## src/dfs_pkg.sv

```systemverilog
`default_nettype none

package dfs_pkg;

    // Fixed widths of the payload and the line state
    localparam int unsigned BYTE_W = 8;
    localparam int unsigned POS_W  = 7;
    localparam int unsigned SEL_W  = 64;
    localparam int unsigned IDX_W  = 6;
    localparam int unsigned CFG_IDX_W = 2;

    // Register indexes of the configuration port
    localparam logic [CFG_IDX_W-1:0] CFG_CHAR_MODE = 2'd0;
    localparam logic [CFG_IDX_W-1:0] CFG_DELIMITER = 2'd1;
    localparam logic [CFG_IDX_W-1:0] CFG_SELECTED  = 2'd2;

    // Byte codes
    localparam logic [BYTE_W-1:0] NL_BYTE  = 8'h0A;
    localparam logic [BYTE_W-1:0] TAB_BYTE = 8'h09;

    // Depth of the queue between front and back
    localparam int unsigned Q_DEPTH = 4;
    localparam int unsigned Q_PTR_W = $clog2(Q_DEPTH);
    localparam int unsigned Q_CNT_W = $clog2(Q_DEPTH + 1);

    // One queued entry: one or two result bytes caused by one input item
    typedef struct packed {
        logic              two;
        logic [BYTE_W-1:0] byte0;
        logic [BYTE_W-1:0] byte1;
    } t_entry;

    // Push request from front to queue
    typedef struct packed {
        logic   push;
        t_entry entry;
    } t_push;

endpackage

`default_nettype wire

```

## src/dfs_front.sv

```systemverilog
`default_nettype none

module dfs_front #(
    parameter int unsigned MAX_SELECTED_POSITION = 64
) (
    input  wire logic                          i_clk,
    input  wire logic                          i_rst_n,
    input  wire logic                          i_cfg_valid,
    output logic                               o_cfg_ready,
    input  wire logic [dfs_pkg::CFG_IDX_W-1:0] i_cfg_index,
    input  wire logic [dfs_pkg::SEL_W-1:0]     i_cfg_data,
    input  wire logic                          i_accept,
    input  wire logic [dfs_pkg::BYTE_W-1:0]    i_byte,
    input  wire logic                          i_end,
    output dfs_pkg::t_push                     o_push
);
    import dfs_pkg::*;

    localparam int unsigned POS_LIMIT = MAX_SELECTED_POSITION + 1;

    logic              r_char_mode;
    logic [BYTE_W-1:0] r_delim;
    logic [SEL_W-1:0]  r_sel;
    logic [POS_W-1:0]  r_pos, n_pos;
    logic              r_efc, n_efc;

    logic [POS_W-1:0]  pos_adv;
    logic [IDX_W-1:0]  idx_cur, idx_adv;
    logic              sel_cur, sel_adv;
    logic              is_nl, is_delim, efc_delim;
    logic              has_a, nl_app;
    logic [BYTE_W-1:0] a_byte;

    assign o_cfg_ready = 1'b1;

    // Write configuration registers; other indexes are dropped
    always_ff @(posedge i_clk) begin
        if (!i_rst_n) begin
            r_char_mode <= 1'b0;
            r_delim     <= TAB_BYTE;
            r_sel       <= '0;
        end else if (i_cfg_valid) begin
            case (i_cfg_index)
                CFG_CHAR_MODE: r_char_mode <= i_cfg_data[0];
                CFG_DELIMITER: r_delim     <= i_cfg_data[BYTE_W-1:0];
                CFG_SELECTED:  r_sel       <= i_cfg_data;
                default: ;
            endcase
        end
    end

    // Test the current and the next position against the bitmap
    always_comb begin
        pos_adv = (r_pos < POS_W'(POS_LIMIT)) ? r_pos + POS_W'(1) : r_pos;
        idx_cur = IDX_W'(r_pos - POS_W'(1));
        idx_adv = IDX_W'(pos_adv - POS_W'(1));
        sel_cur = (r_pos != '0) && (r_pos <= POS_W'(MAX_SELECTED_POSITION)) && r_sel[idx_cur];
        sel_adv = (pos_adv != '0) && (pos_adv <= POS_W'(MAX_SELECTED_POSITION))
                  && r_sel[idx_adv];
    end

    // Classify the item and work out its results and the next line state
    always_comb begin
        is_nl     = (i_byte == NL_BYTE);
        is_delim  = !r_char_mode && (i_byte == r_delim);
        efc_delim = r_efc | sel_cur;
        has_a     = 1'b0;
        a_byte    = i_byte;
        nl_app    = 1'b0;
        n_pos     = r_pos;
        n_efc     = r_efc;
        if (is_nl) begin
            n_pos = POS_W'(1);
            n_efc = 1'b0;
        end else begin
            if (r_char_mode) begin
                has_a = sel_cur;
                n_pos = pos_adv;
            end else if (is_delim) begin
                n_efc  = efc_delim;
                n_pos  = pos_adv;
                has_a  = sel_adv && efc_delim;
                a_byte = r_delim;
            end else begin
                has_a = sel_cur;
            end
            if (i_end) begin
                nl_app = 1'b1;
                n_pos  = POS_W'(1);
                n_efc  = 1'b0;
            end
        end
    end

    // Build the queue entry
    always_comb begin
        o_push.push        = i_accept && (is_nl || has_a || nl_app);
        o_push.entry.two   = has_a && nl_app;
        o_push.entry.byte0 = (is_nl || !has_a) ? NL_BYTE : a_byte;
        o_push.entry.byte1 = NL_BYTE;
    end

    // Advance the line state on each accepted item
    always_ff @(posedge i_clk) begin
        if (!i_rst_n) begin
            r_pos <= POS_W'(1);
            r_efc <= 1'b0;
        end else if (i_accept) begin
            r_pos <= n_pos;
            r_efc <= n_efc;
        end
    end

endmodule

`default_nettype wire

```

## src/dfs_queue.sv

```systemverilog
`default_nettype none

module dfs_queue (
    input  wire logic            i_clk,
    input  wire logic            i_rst_n,
    input  wire dfs_pkg::t_push  i_push,
    output logic                 o_full,
    input  wire logic            i_pop,
    output logic                 o_empty,
    output dfs_pkg::t_entry      o_entry
);
    import dfs_pkg::*;

    t_entry               r_mem [Q_DEPTH];
    logic [Q_PTR_W-1:0]   r_wr, r_rd;
    logic [Q_CNT_W-1:0]   r_cnt;

    assign o_full  = (r_cnt == Q_CNT_W'(Q_DEPTH));
    assign o_empty = (r_cnt == '0);
    assign o_entry = r_mem[r_rd];

    // Store pushed entries
    always_ff @(posedge i_clk) begin
        if (i_push.push) begin
            r_mem[r_wr] <= i_push.entry;
        end
    end

    // Advance pointers and the fill count
    always_ff @(posedge i_clk) begin
        if (!i_rst_n) begin
            r_wr  <= '0;
            r_rd  <= '0;
            r_cnt <= '0;
        end else begin
            if (i_push.push) begin
                r_wr <= r_wr + Q_PTR_W'(1);
            end
            if (i_pop) begin
                r_rd <= r_rd + Q_PTR_W'(1);
            end
            case ({i_push.push, i_pop})
                2'b10:   r_cnt <= r_cnt + Q_CNT_W'(1);
                2'b01:   r_cnt <= r_cnt - Q_CNT_W'(1);
                default: r_cnt <= r_cnt;
            endcase
        end
    end

    a_no_overflow: assert property (@(posedge i_clk) disable iff (!i_rst_n)
        !(i_push.push && o_full))
        else $error("queue push while full");

    a_no_underflow: assert property (@(posedge i_clk) disable iff (!i_rst_n)
        !(i_pop && o_empty))
        else $error("queue pop while empty");

endmodule

`default_nettype wire

```

## src/dfs_back.sv

```systemverilog
`default_nettype none

module dfs_back (
    input  wire logic                       i_clk,
    input  wire logic                       i_rst_n,
    input  wire logic                       i_empty,
    input  wire dfs_pkg::t_entry            i_entry,
    output logic                            o_pop,
    output logic                            o_valid,
    input  wire logic                       i_ready,
    output logic [dfs_pkg::BYTE_W-1:0]      o_byte,
    output logic                            o_last
);
    import dfs_pkg::*;

    logic              r_valid;
    logic [BYTE_W-1:0] r_byte;
    logic              r_last;
    logic              r_pend;
    logic [BYTE_W-1:0] r_pend_byte;
    logic              load;

    assign load    = !r_valid || i_ready;
    assign o_pop   = load && !r_pend && !i_empty;
    assign o_valid = r_valid;
    assign o_byte  = r_byte;
    assign o_last  = r_last;

    // Load the output register from the pending second byte or the queue
    always_ff @(posedge i_clk) begin
        if (!i_rst_n) begin
            r_valid <= 1'b0;
            r_pend  <= 1'b0;
        end else if (load) begin
            if (r_pend) begin
                r_valid <= 1'b1;
                r_pend  <= 1'b0;
            end else begin
                r_valid <= !i_empty;
                r_pend  <= !i_empty && i_entry.two;
            end
        end
    end

    // Payload of the output register
    always_ff @(posedge i_clk) begin
        if (load) begin
            if (r_pend) begin
                r_byte <= r_pend_byte;
                r_last <= 1'b1;
            end else begin
                r_byte      <= i_entry.byte0;
                r_last      <= !i_entry.two;
                r_pend_byte <= i_entry.byte1;
            end
        end
    end

    a_pend_shows_first: assert property (@(posedge i_clk) disable iff (!i_rst_n)
        r_pend |-> (r_valid && !r_last))
        else $error("second byte pending without a shown first byte");

    a_pend_completes: assert property (@(posedge i_clk) disable iff (!i_rst_n)
        (r_pend && i_ready) |=> (r_valid && r_last && !r_pend))
        else $error("pending byte not shown after first byte taken");

endmodule

`default_nettype wire

```

## src/delimited_field_selector_unit.sv

```systemverilog
// Delimited field selector: passes on selected character positions or
// delimiter-separated fields of each line of a text byte stream.
//
// Channels:
//   s side (i_s_*): one text byte per item, tlast marks the final byte.
//   m side (o_m_*): selected bytes, inserted delimiters and newlines;
//     tlast marks the last result caused by one input byte.
//   cfg: register writes (0 char mode, 1 delimiter, 2 position bitmap),
//     always ready; write only while the block is idle.
// Path: an accepted item is queued, and its first result is then loaded
// into the output register. Throughput: one input item per cycle as long
// as results drain; an item with two results holds the output port for
// both; the four-entry queue between classifier and output stage absorbs it.
// Items that cause no result never reach the queue.
// Reset: line state returns to position 1, registers to field mode, tab
// delimiter, empty bitmap; queue and output register empty.
// Stall: a stalled receiver holds the output register; the queue fills and
// then o_s_tready drops until space frees.
`default_nettype none

module delimited_field_selector_unit #(
    parameter int unsigned MAX_SELECTED_POSITION = 64
) (
    input  wire logic                          i_clk,
    input  wire logic                          i_rst_n,
    // cfg channel
    input  wire logic                          i_cfg_valid,
    output logic                               o_cfg_ready,
    input  wire logic [dfs_pkg::CFG_IDX_W-1:0] i_cfg_index,
    input  wire logic [dfs_pkg::SEL_W-1:0]     i_cfg_data,
    // input stream
    input  wire logic                          i_s_tvalid,
    output logic                               o_s_tready,
    input  wire logic [7:0]                    i_s_tdata,  // [7:0] in_byte
    input  wire logic                          i_s_tlast,  // end_of_stream
    // output stream
    output logic                               o_m_tvalid,
    input  wire logic                          i_m_tready,
    output logic [7:0]                         o_m_tdata,  // [7:0] out_byte
    output logic                               o_m_tlast   // run_last
);
    import dfs_pkg::*;

    t_push  push;
    t_entry head;
    logic   q_full, q_empty, pop;

    assign o_s_tready = !q_full;

    dfs_front #(
        .MAX_SELECTED_POSITION(MAX_SELECTED_POSITION)
    ) u_front (
        .i_clk       (i_clk),
        .i_rst_n     (i_rst_n),
        .i_cfg_valid (i_cfg_valid),
        .o_cfg_ready (o_cfg_ready),
        .i_cfg_index (i_cfg_index),
        .i_cfg_data  (i_cfg_data),
        .i_accept    (i_s_tvalid && !q_full),
        .i_byte      (i_s_tdata),
        .i_end       (i_s_tlast),
        .o_push      (push)
    );

    dfs_queue u_queue (
        .i_clk   (i_clk),
        .i_rst_n (i_rst_n),
        .i_push  (push),
        .o_full  (q_full),
        .i_pop   (pop),
        .o_empty (q_empty),
        .o_entry (head)
    );

    dfs_back u_back (
        .i_clk   (i_clk),
        .i_rst_n (i_rst_n),
        .i_empty (q_empty),
        .i_entry (head),
        .o_pop   (pop),
        .o_valid (o_m_tvalid),
        .i_ready (i_m_tready),
        .o_byte  (o_m_tdata),
        .o_last  (o_m_tlast)
    );

endmodule

`default_nettype wire

```

## config.mk

```make
export PLATFORM = sky130hd
export DESIGN_NAME = delimited_field_selector_unit
export DESIGN_NICKNAME = d
export VERILOG_FILES = /design/src/dfs_pkg.sv /design/src/dfs_front.sv /design/src/dfs_queue.sv /design/src/dfs_back.sv /design/src/delimited_field_selector_unit.sv
export SDC_FILE = /design/constraint.sdc
export NUM_CORES = 1
export LEC_CHECK = 0
export ABC_AREA = 1
export BUFFER_PORTS_ARGS = -buffer_cell sky130_fd_sc_hd__buf_2
export CAP_MARGIN = 20
export CELL_PAD_IN_SITES_DETAIL_PLACEMENT = 0
export CELL_PAD_IN_SITES_GLOBAL_PLACEMENT = 1
export CORE_ASPECT_RATIO = 0.8
export CORE_MARGIN = 2
export CORE_UTILIZATION = 46
export CTS_BUF_LIST = sky130_fd_sc_hd__clkbuf_4 sky130_fd_sc_hd__clkbuf_8 sky130_fd_sc_hd__clkbuf_16
export CTS_CLUSTER_SIZE = 14
export DETAILED_ROUTE_END_ITERATION = 8
export PLACE_DENSITY = 0.86
export SETUP_SLACK_MARGIN = 0.05
export SLEW_MARGIN = 30
export SYNTH_ARGS = -nofsm -noshare
export SYNTH_HDL_FRONTEND = slang
export SYNTH_SLANG_ARGS = --single-unit
```

## constraint.sdc

```tcl
create_clock -name i_clk -period 9.57 [get_ports i_clk]
set_clock_uncertainty 0.1 [all_clocks]
set_input_delay 1.914 -clock i_clk [delete_from_list [all_inputs] [get_ports i_clk]]
set_output_delay 1.914 -clock i_clk [all_outputs]
set_load 0.05 [all_outputs]
```

Word-level counts from Yosys, hierarchy flattened:

Memory sizes are Yosys's and may differ from the RTL's. A register that Yosys moved wholly into a read port is not among the register bits.
Index checks and enable logic that the tools add are counted.

* bits in writable memories: 36
* input port bits: 80
* logic and storage cells: 102
* output and inout port bits: 12
* register bits after elaboration: 107
* memories kept: 1

Memory list
* u_queue.r_mem: words 4, width 9, rd ports 1, clocked after memory_dff 1, write ports 1, line dfs_queue.sv:14 `t_entry r_mem [Q_DEPTH];`

* order comparisons: 5
* mux-type cells: 30
* $add $sub $neg: 7
* equal/unequal tests: 8
* reduce and logical (&&, ||, !) cells: 36
* bitwise logic cells: 2

Operators with widths (count)
* $mux 8: 5
* $mux 7: 5
* $mux 1: 15
* $le 7x7->1 const B: 2
* $lt 6x7->1 const B: 2
* $reduce_bool 7->1: 2
* $bmux 1 s6: 2
* $logic_and 1x1->1: 12
* $sub 6x1->6 const B: 2
* $reduce_and 2->1: 5
* $eq 8x4->1 const B: 1
* $eq 8x8->1: 1
* $add 7x1->7 const B: 1
* $logic_not 1->1: 7
* $lt 7x7->1 const B: 1
* $pmux 3 s2: 1
* $add 2x1->2 const B: 2
* $eq 2x1->1 const B: 2
* $eq 2x2->1 const B: 2
* $logic_or 1x1->1: 4
* $mux 2: 2
* $reduce_bool 4->1: 1
* $add 3x1->3 const B: 1
* $eq 3x3->1 const B: 1
* other kinds (9): 9

Depth between registers and ports, before layout:

* word-level depth: 15
* mapped depth: 29
* depth with buffers taken out: 24

Cells and area by module:

Synthesis repeated with hierarchy kept, for this count alone.

* cells, all modules: 1048
* area, all modules: 8753.4 µm²

By module, submodules not included
* dfs_front: area an instance 4999.8 µm², instances 1, sequential area each 1621.6 µm², cells each 766
* dfs_queue: area an instance 3021.6 µm², instances 1, sequential area each 2222.1 µm², cells each 221
* dfs_back: area an instance 718.2 µm², instances 1, sequential area each 550.5 µm², cells each 58
* delimited_field_selector_unit: area an instance 13.8 µm², instances 1, sequential area each 0.0 µm², cells each 3

Worst setup path after synthesis:

Ideal clock, no wire load.

* path type: register to register
* start: register u_front.r_pos[0]
* end: register u_queue.r_cnt[2]
* path buffers: 5
* path slack: 5365 ps
* clock period less this slack: 4205 ps
* data required time: 9348 ps
* arrival: 3983 ps
* setup time: 122 ps
* cell stages (with the launch flop): 30
* cells stage by stage: dfxtp_1 > buf_4 > inv_2 > buf_2 > ha_1 > buf_2 > inv_2 > nand2_2 > nand2_4 > ha_1 > clkbuf_1 > inv_1 > clkbuf_1 > nand3_1 > nand2_1 > nand2_1 > nand3_1 > nand2_1 > nand2_1 > nand3_2 > nand3_4 > nand3_2 > nand2_2 > ha_1 > inv_1 > fa_1 > a21oi_1 > o21ai_0 > o21ai_0 > a21oi_1

* cells in the longest elaborated chain, start to end: 15
* elaborated cells between the ends (all ways): 29
* classes of those cells: add/sub (3); order compare (3); eq/ne (2); mux (9); bitwise (1); reduce/logical (11)

Ends and longest elaborated chain
* start, declared: line dfs_front.sv:24 `logic [POS_W-1:0] r_pos, n_pos;`
* start signal, assigned: line dfs_front.sv:109 `r_pos <= n_pos;`
* $add 7x1->7 / $lt 7x7->1 (equally long branches): line dfs_front.sv:54 `pos_adv = (r_pos < POS_W'(POS_LIMIT)) ? r_pos + POS_W'(1) : r_pos;`
* $mux 7: line dfs_front.sv:54
* $sub 6x1->6: line dfs_front.sv:56 `idx_adv = IDX_W'(pos_adv - POS_W'(1));`
* $bmux 1 s6: line dfs_front.sv:59 `&& r_sel[idx_adv];`
* $mux 1 (implied by the code): line dfs_front.sv:59
* $logic_and 1x1->1: line dfs_front.sv:59
* $logic_and 1x1->1: line dfs_front.sv:82 `has_a = sel_adv && efc_delim;`
* $mux 1: line dfs_front.sv:79 `end else if (is_delim) begin`
* $mux 1 (*): line dfs_front.sv:76 `if (r_char_mode) begin`
* $mux 1 (*): line dfs_front.sv:72 `if (is_nl) begin`
* $logic_or 1x1->1 (*) (2 in series): line dfs_front.sv:97 `o_push.push = i_accept && (is_nl || has_a || nl_app);`
* $logic_and 1x1->1 (*): line dfs_front.sv:97
* $eq 2x1->1 / $eq 2x2->1 (equally long branches): line dfs_queue.sv:42 `case ({i_push.push, i_pop})`
* $pmux 3 s2 / $reduce_bool 2->1 (equally long branches)
* end signal, assigned: line dfs_queue.sv:43 `2'b10: r_cnt <= r_cnt + Q_CNT_W'(1);`
* end signal, assigned: line dfs_queue.sv:44 `2'b01: r_cnt <= r_cnt - Q_CNT_W'(1);`
* end signal, assigned: line dfs_queue.sv:45 `default: r_cnt <= r_cnt;`
* end, declared: line dfs_queue.sv:16 `logic [Q_CNT_W-1:0] r_cnt;`

Mark *: on every way between the ends. The rest lies on a longest branch, timed or not. The select of a mux whose other input is x is not followed.
A chain may end at the register's enable or synchronous reset.

Worst setup path in the final report:

Ends and elaborated chain as after synthesis.

==> summary.md <==
| Metric | Value |
|---|---|
| Status | `finished, final reports clean` |
| Placed cell area | `around 7600 sq um` |
| Main area contributors after synthesis | `dfxtp_1, edfxtp_1, nand3_1` |
| P per Cell Area | `about 260 nW/um^2` |
| Vias per Instance | `roughly 5.3` |
| Critical path's most frequent cell | `nand2_1` |
| Startpoint Class | `flip-flop` |
| Synth warn | `0` |
| Register area share after synthesis | `0.450` |
| Post-synthesis mux area share | `0` |
| Clock buffer depth | `2` |
| Worst Setup Path Type | `reg2reg` |
| Pin count of the biggest net entering global routing | `83` |
| CTS resizes | `0` |
| Pre-CTS setup slack | `4350 ps` |
| Hold Fails Final Rpt | `0` |
| Post-synth cell types | `between 40 and 50` |
| Drc violations | `0` |
| # rows | `40` |
| Setup repair bufs after CTS | `0` |
| Required @ worst endpoint | `9780 ps` |
| Synthesized cell area | `about 7100 sq um` |
| Final ANT Viol Nets | `0` |
| Worst hold path class | `reg2reg` |
| Reg clk slew, reported paths | `roughly 60 ps` |
| Top Ports | `92` |
| Clock sink count | `about 140` |
| Fmax | `0.189 GHz` |
| Worst Slack Setup Final | `about 4300 ps` |
| Total congestion overflow | `0` |
| Cell taking the most area after synthesis | `dfxtp_1` |
| Buf+Inv Stages, Crit Path | `4` |
| First-pass iteration count of the detailed router | `6` |
| H-tree level count | `4` |
| Worst VDD drop | `between 0.00015 and 0.0002 V` |
| Fin Hold WS | `359 ps` |
| Initial antenna violation count | `0` |
| Final #Nets | `between 1000 and 1500` |
| Area grow syn2layout | `16.0%` |
| Ys flop type | `dfxtp_1` |
| Xor/xnor share of the synthesized area | `0.0208` |
| I/O Buffers | `90` |
| Syn_area_per_cell | `between 7 and 8 sq um` |
| Mapped Nets | `around 1000` |
| Arr. time, crit path | `5500 ps` |
| Die height | `~120 microns` |
| Critical path fanouts, max | `37` |
| Final setup fails | `0` |
| Tot GR Track Use | `0.235` |
| Fillers | `roughly 1500` |
| Final GP Congestion | `~0.84` |
| Fraction of layout instances using a drive strength above 1 | `0.159` |
| Synth Area in Compound Gates | `0.106` |
| Top cell type's share of synthesized area | `0.260` |
| Final TNS setup | `0 ps` |
| Crit path max-delay family | `adder cells` |
| First-pass GRT wire length | `between 30000 and 40000 microns` |
| Root buffer cell | `clkbuf_16` |
| Relative slew slack | `0.362` |
| CTS tree | `done` |
| Core Footprint | `roughly 15000 sq um` |
| Slowest stage delay, CP | `between 600 and 700 ps` |
| Worst Setup End Kind | `flip-flop` |
| ANT cells | `0` |
| Worst-Margin Slew | `approximately 950 ps` |
| RSZ-0062 raised after global routing | `false` |
| Vias | `6557` |
| Starting DRT DRC Count | `693` |
| Avg WL per Cell | `approximately 15 microns` |
| HPWL Detailed | `13100 microns` |
| Flops & latches, synth | `~140` |
| Final wirelength | `19000 microns` |
| Crit-path cells | `inv_2 -> ha_1 -> inv_2 -> nand2_2 -> nand2_4 -> ha_1 -> inv_1 -> nand3_1 -> nand2_1 -> nand2_1 -> nand2_1 -> nand2_1 -> nand3_1 -> nand3_2 -> nand3_4 -> nand3_2 -> nand2_2 -> ha_1 -> inv_1 -> fa_1 -> a21oi_1 -> o21ai_0 -> o21ai_0 -> a21oi_1` |
| Ys async rst share | `0` |
| Slowest-stage cell, CP | `ha_1` |
| Simple-gate share of the synthesized area | `0.340` |
| Adder-cell share of the synthesized area | `0.0187` |
| Main combinational cell family by area after synthesis | `simple AND/OR/NAND/NOR gates` |
| Die span in x | `around 140 microns` |
| Initial Util | `0.471` |
| Synthesized instance count | `955` |
| Clock buffer count from CTS | `17` |
| Final period util | `0.552` |
| Worst-Skew Late Latency | `430 ps` |
| Hold_buf cts | `0` |
| Fin crit period | `5280 ps` |
| Post-synth EDFFs | `between 40 and 50` |
| Lkg Pwr | `~3.5 nW` |
| Slew Limit Fails | `0` |
| Finished Cell Area | `just over 8000 sq um` |
| Max-cap violations | `0` |
| Vias in the first global route | `between 5000 and 6000` |
| Die footprint | `~16000 sq um` |
## through the flow
stage	utilization	std cells	total power (W)
after floorplan	-	955	0.00128
after global placement	0.504	1204	0.00144
after detailed placement	0.504	1204	0.00144
after CTS	0.545	1236	0.00214
after global routing	0.546	1236	0.00226
final	0.546	1236	0.00214
## report_power, final
part           switching, W  total [W]  internal [W]  leakage, nW
Combinational      0.000474   0.000678      0.000204         1.98
Clock              0.000259   0.000699      0.000440        0.300
Sequential        0.0000591   0.000762      0.000703         1.18
Total              0.000792    0.00214       0.00135         3.46
## kinds of logic (layout without fill, tap and decap cells)
family                     Yosys count  count (layout)
DFF                                137             137
xor gates and xnor gates            16              16
other                                1               1
adders and majority gates           10              10
AOI/OAI and AO/OA                  141             141
buffers and inverters              109             180
and+or+nand+nor                    541             541
## Yosys cell counts, types with 3 or more instances
master,instances
a211oi_1,6
nand3_2,4
nand4_1,3
nand2_4,6
inv_2,10
nand3_1,153
xor2_1,13
nor3_1,5
dfxtp_1,92
o22ai_1,4
nand2_2,5
buf_4,6
buf_2,11
clkbuf_1,34
inv_1,43
edfxtp_1,45
nand2_1,157
o21ai_0,97
ha_1,9
a21oi_1,24
a31oi_1,4
nor2_1,193
nor4_1,3
## layer usage
metal	routed length (microns)	track usage	vias up
li1	-	-	3301
met1	9730	0.373	3006
met2	7570	0.315	232
met3	1520	0.0604	18
met4	175	0.0554	0
met5	0	0	-
## sequential cells by signal, indices dropped and copies added, names as in the netlist, named ones only
signal / count
u_front.r_sel: 64
u_queue.r_mem: 36
u_back.o_byte: 8
u_front.r_delim: 8
u_front.r_pos: 7
u_queue.r_cnt: 3
u_queue.r_rd: 2
u_queue.r_wr: 2
u_back.o_last: 1
u_back.o_valid: 1
u_back.r_pend: 1
u_front.r_char_mode: 1
u_front.r_efc: 1
## tightest hold or removal path: stages, from the launching register on
cell,delay (ps)
dfxtp_1,290
inv_1,60
a211oi_1,60
## final cells by class
| type | count | area [sq um] | area share |
|---|---|---|---|
| Timing Repair Buffer | 93 | 473 | 0.0575 |
| Multi-Input combinational cell | 709 | 3460 | 0.421 |
| Sequential cell | 137 | 3190 | 0.388 |
| Clock inverter | 14 | 196 | 0.0239 |
| Inverter | 55 | 208 | 0.0253 |
| Tap cell | 210 | 263 | 0.0319 |
| Clock buffer | 18 | 433 | 0.0526 |
## path summary, 6_finish.rpt
kind,startpoint,end,slack [ps],depth (start not counted)
max,u_front.r_pos[0],u_queue.r_cnt[2],4290,24
min,u_front.r_efc,u_front.r_efc,360,2
max reg2reg,u_front.r_pos[0],u_queue.r_cnt[2],4290,24
min reg2reg,u_front.r_efc,u_front.r_efc,360,2
## cell usage in the layout, fill, tap and decap left out, types with 5 or more instances in the layout
cell / count
a211oi_1: 6
a21oi_1: 24
buf_2: 90
clkbuf_16: 17
dfxtp_1: 92
edfxtp_1: 45
ha_1: 9
inv_1: 43
inv_2: 9
nand2_1: 157
nand2_2: 5
nand2_4: 6
nand3_1: 153
nor2_1: 193
o21ai_0: 97
xor2_1: 13
Note: power is estimated with default switching activity, not from simulation.
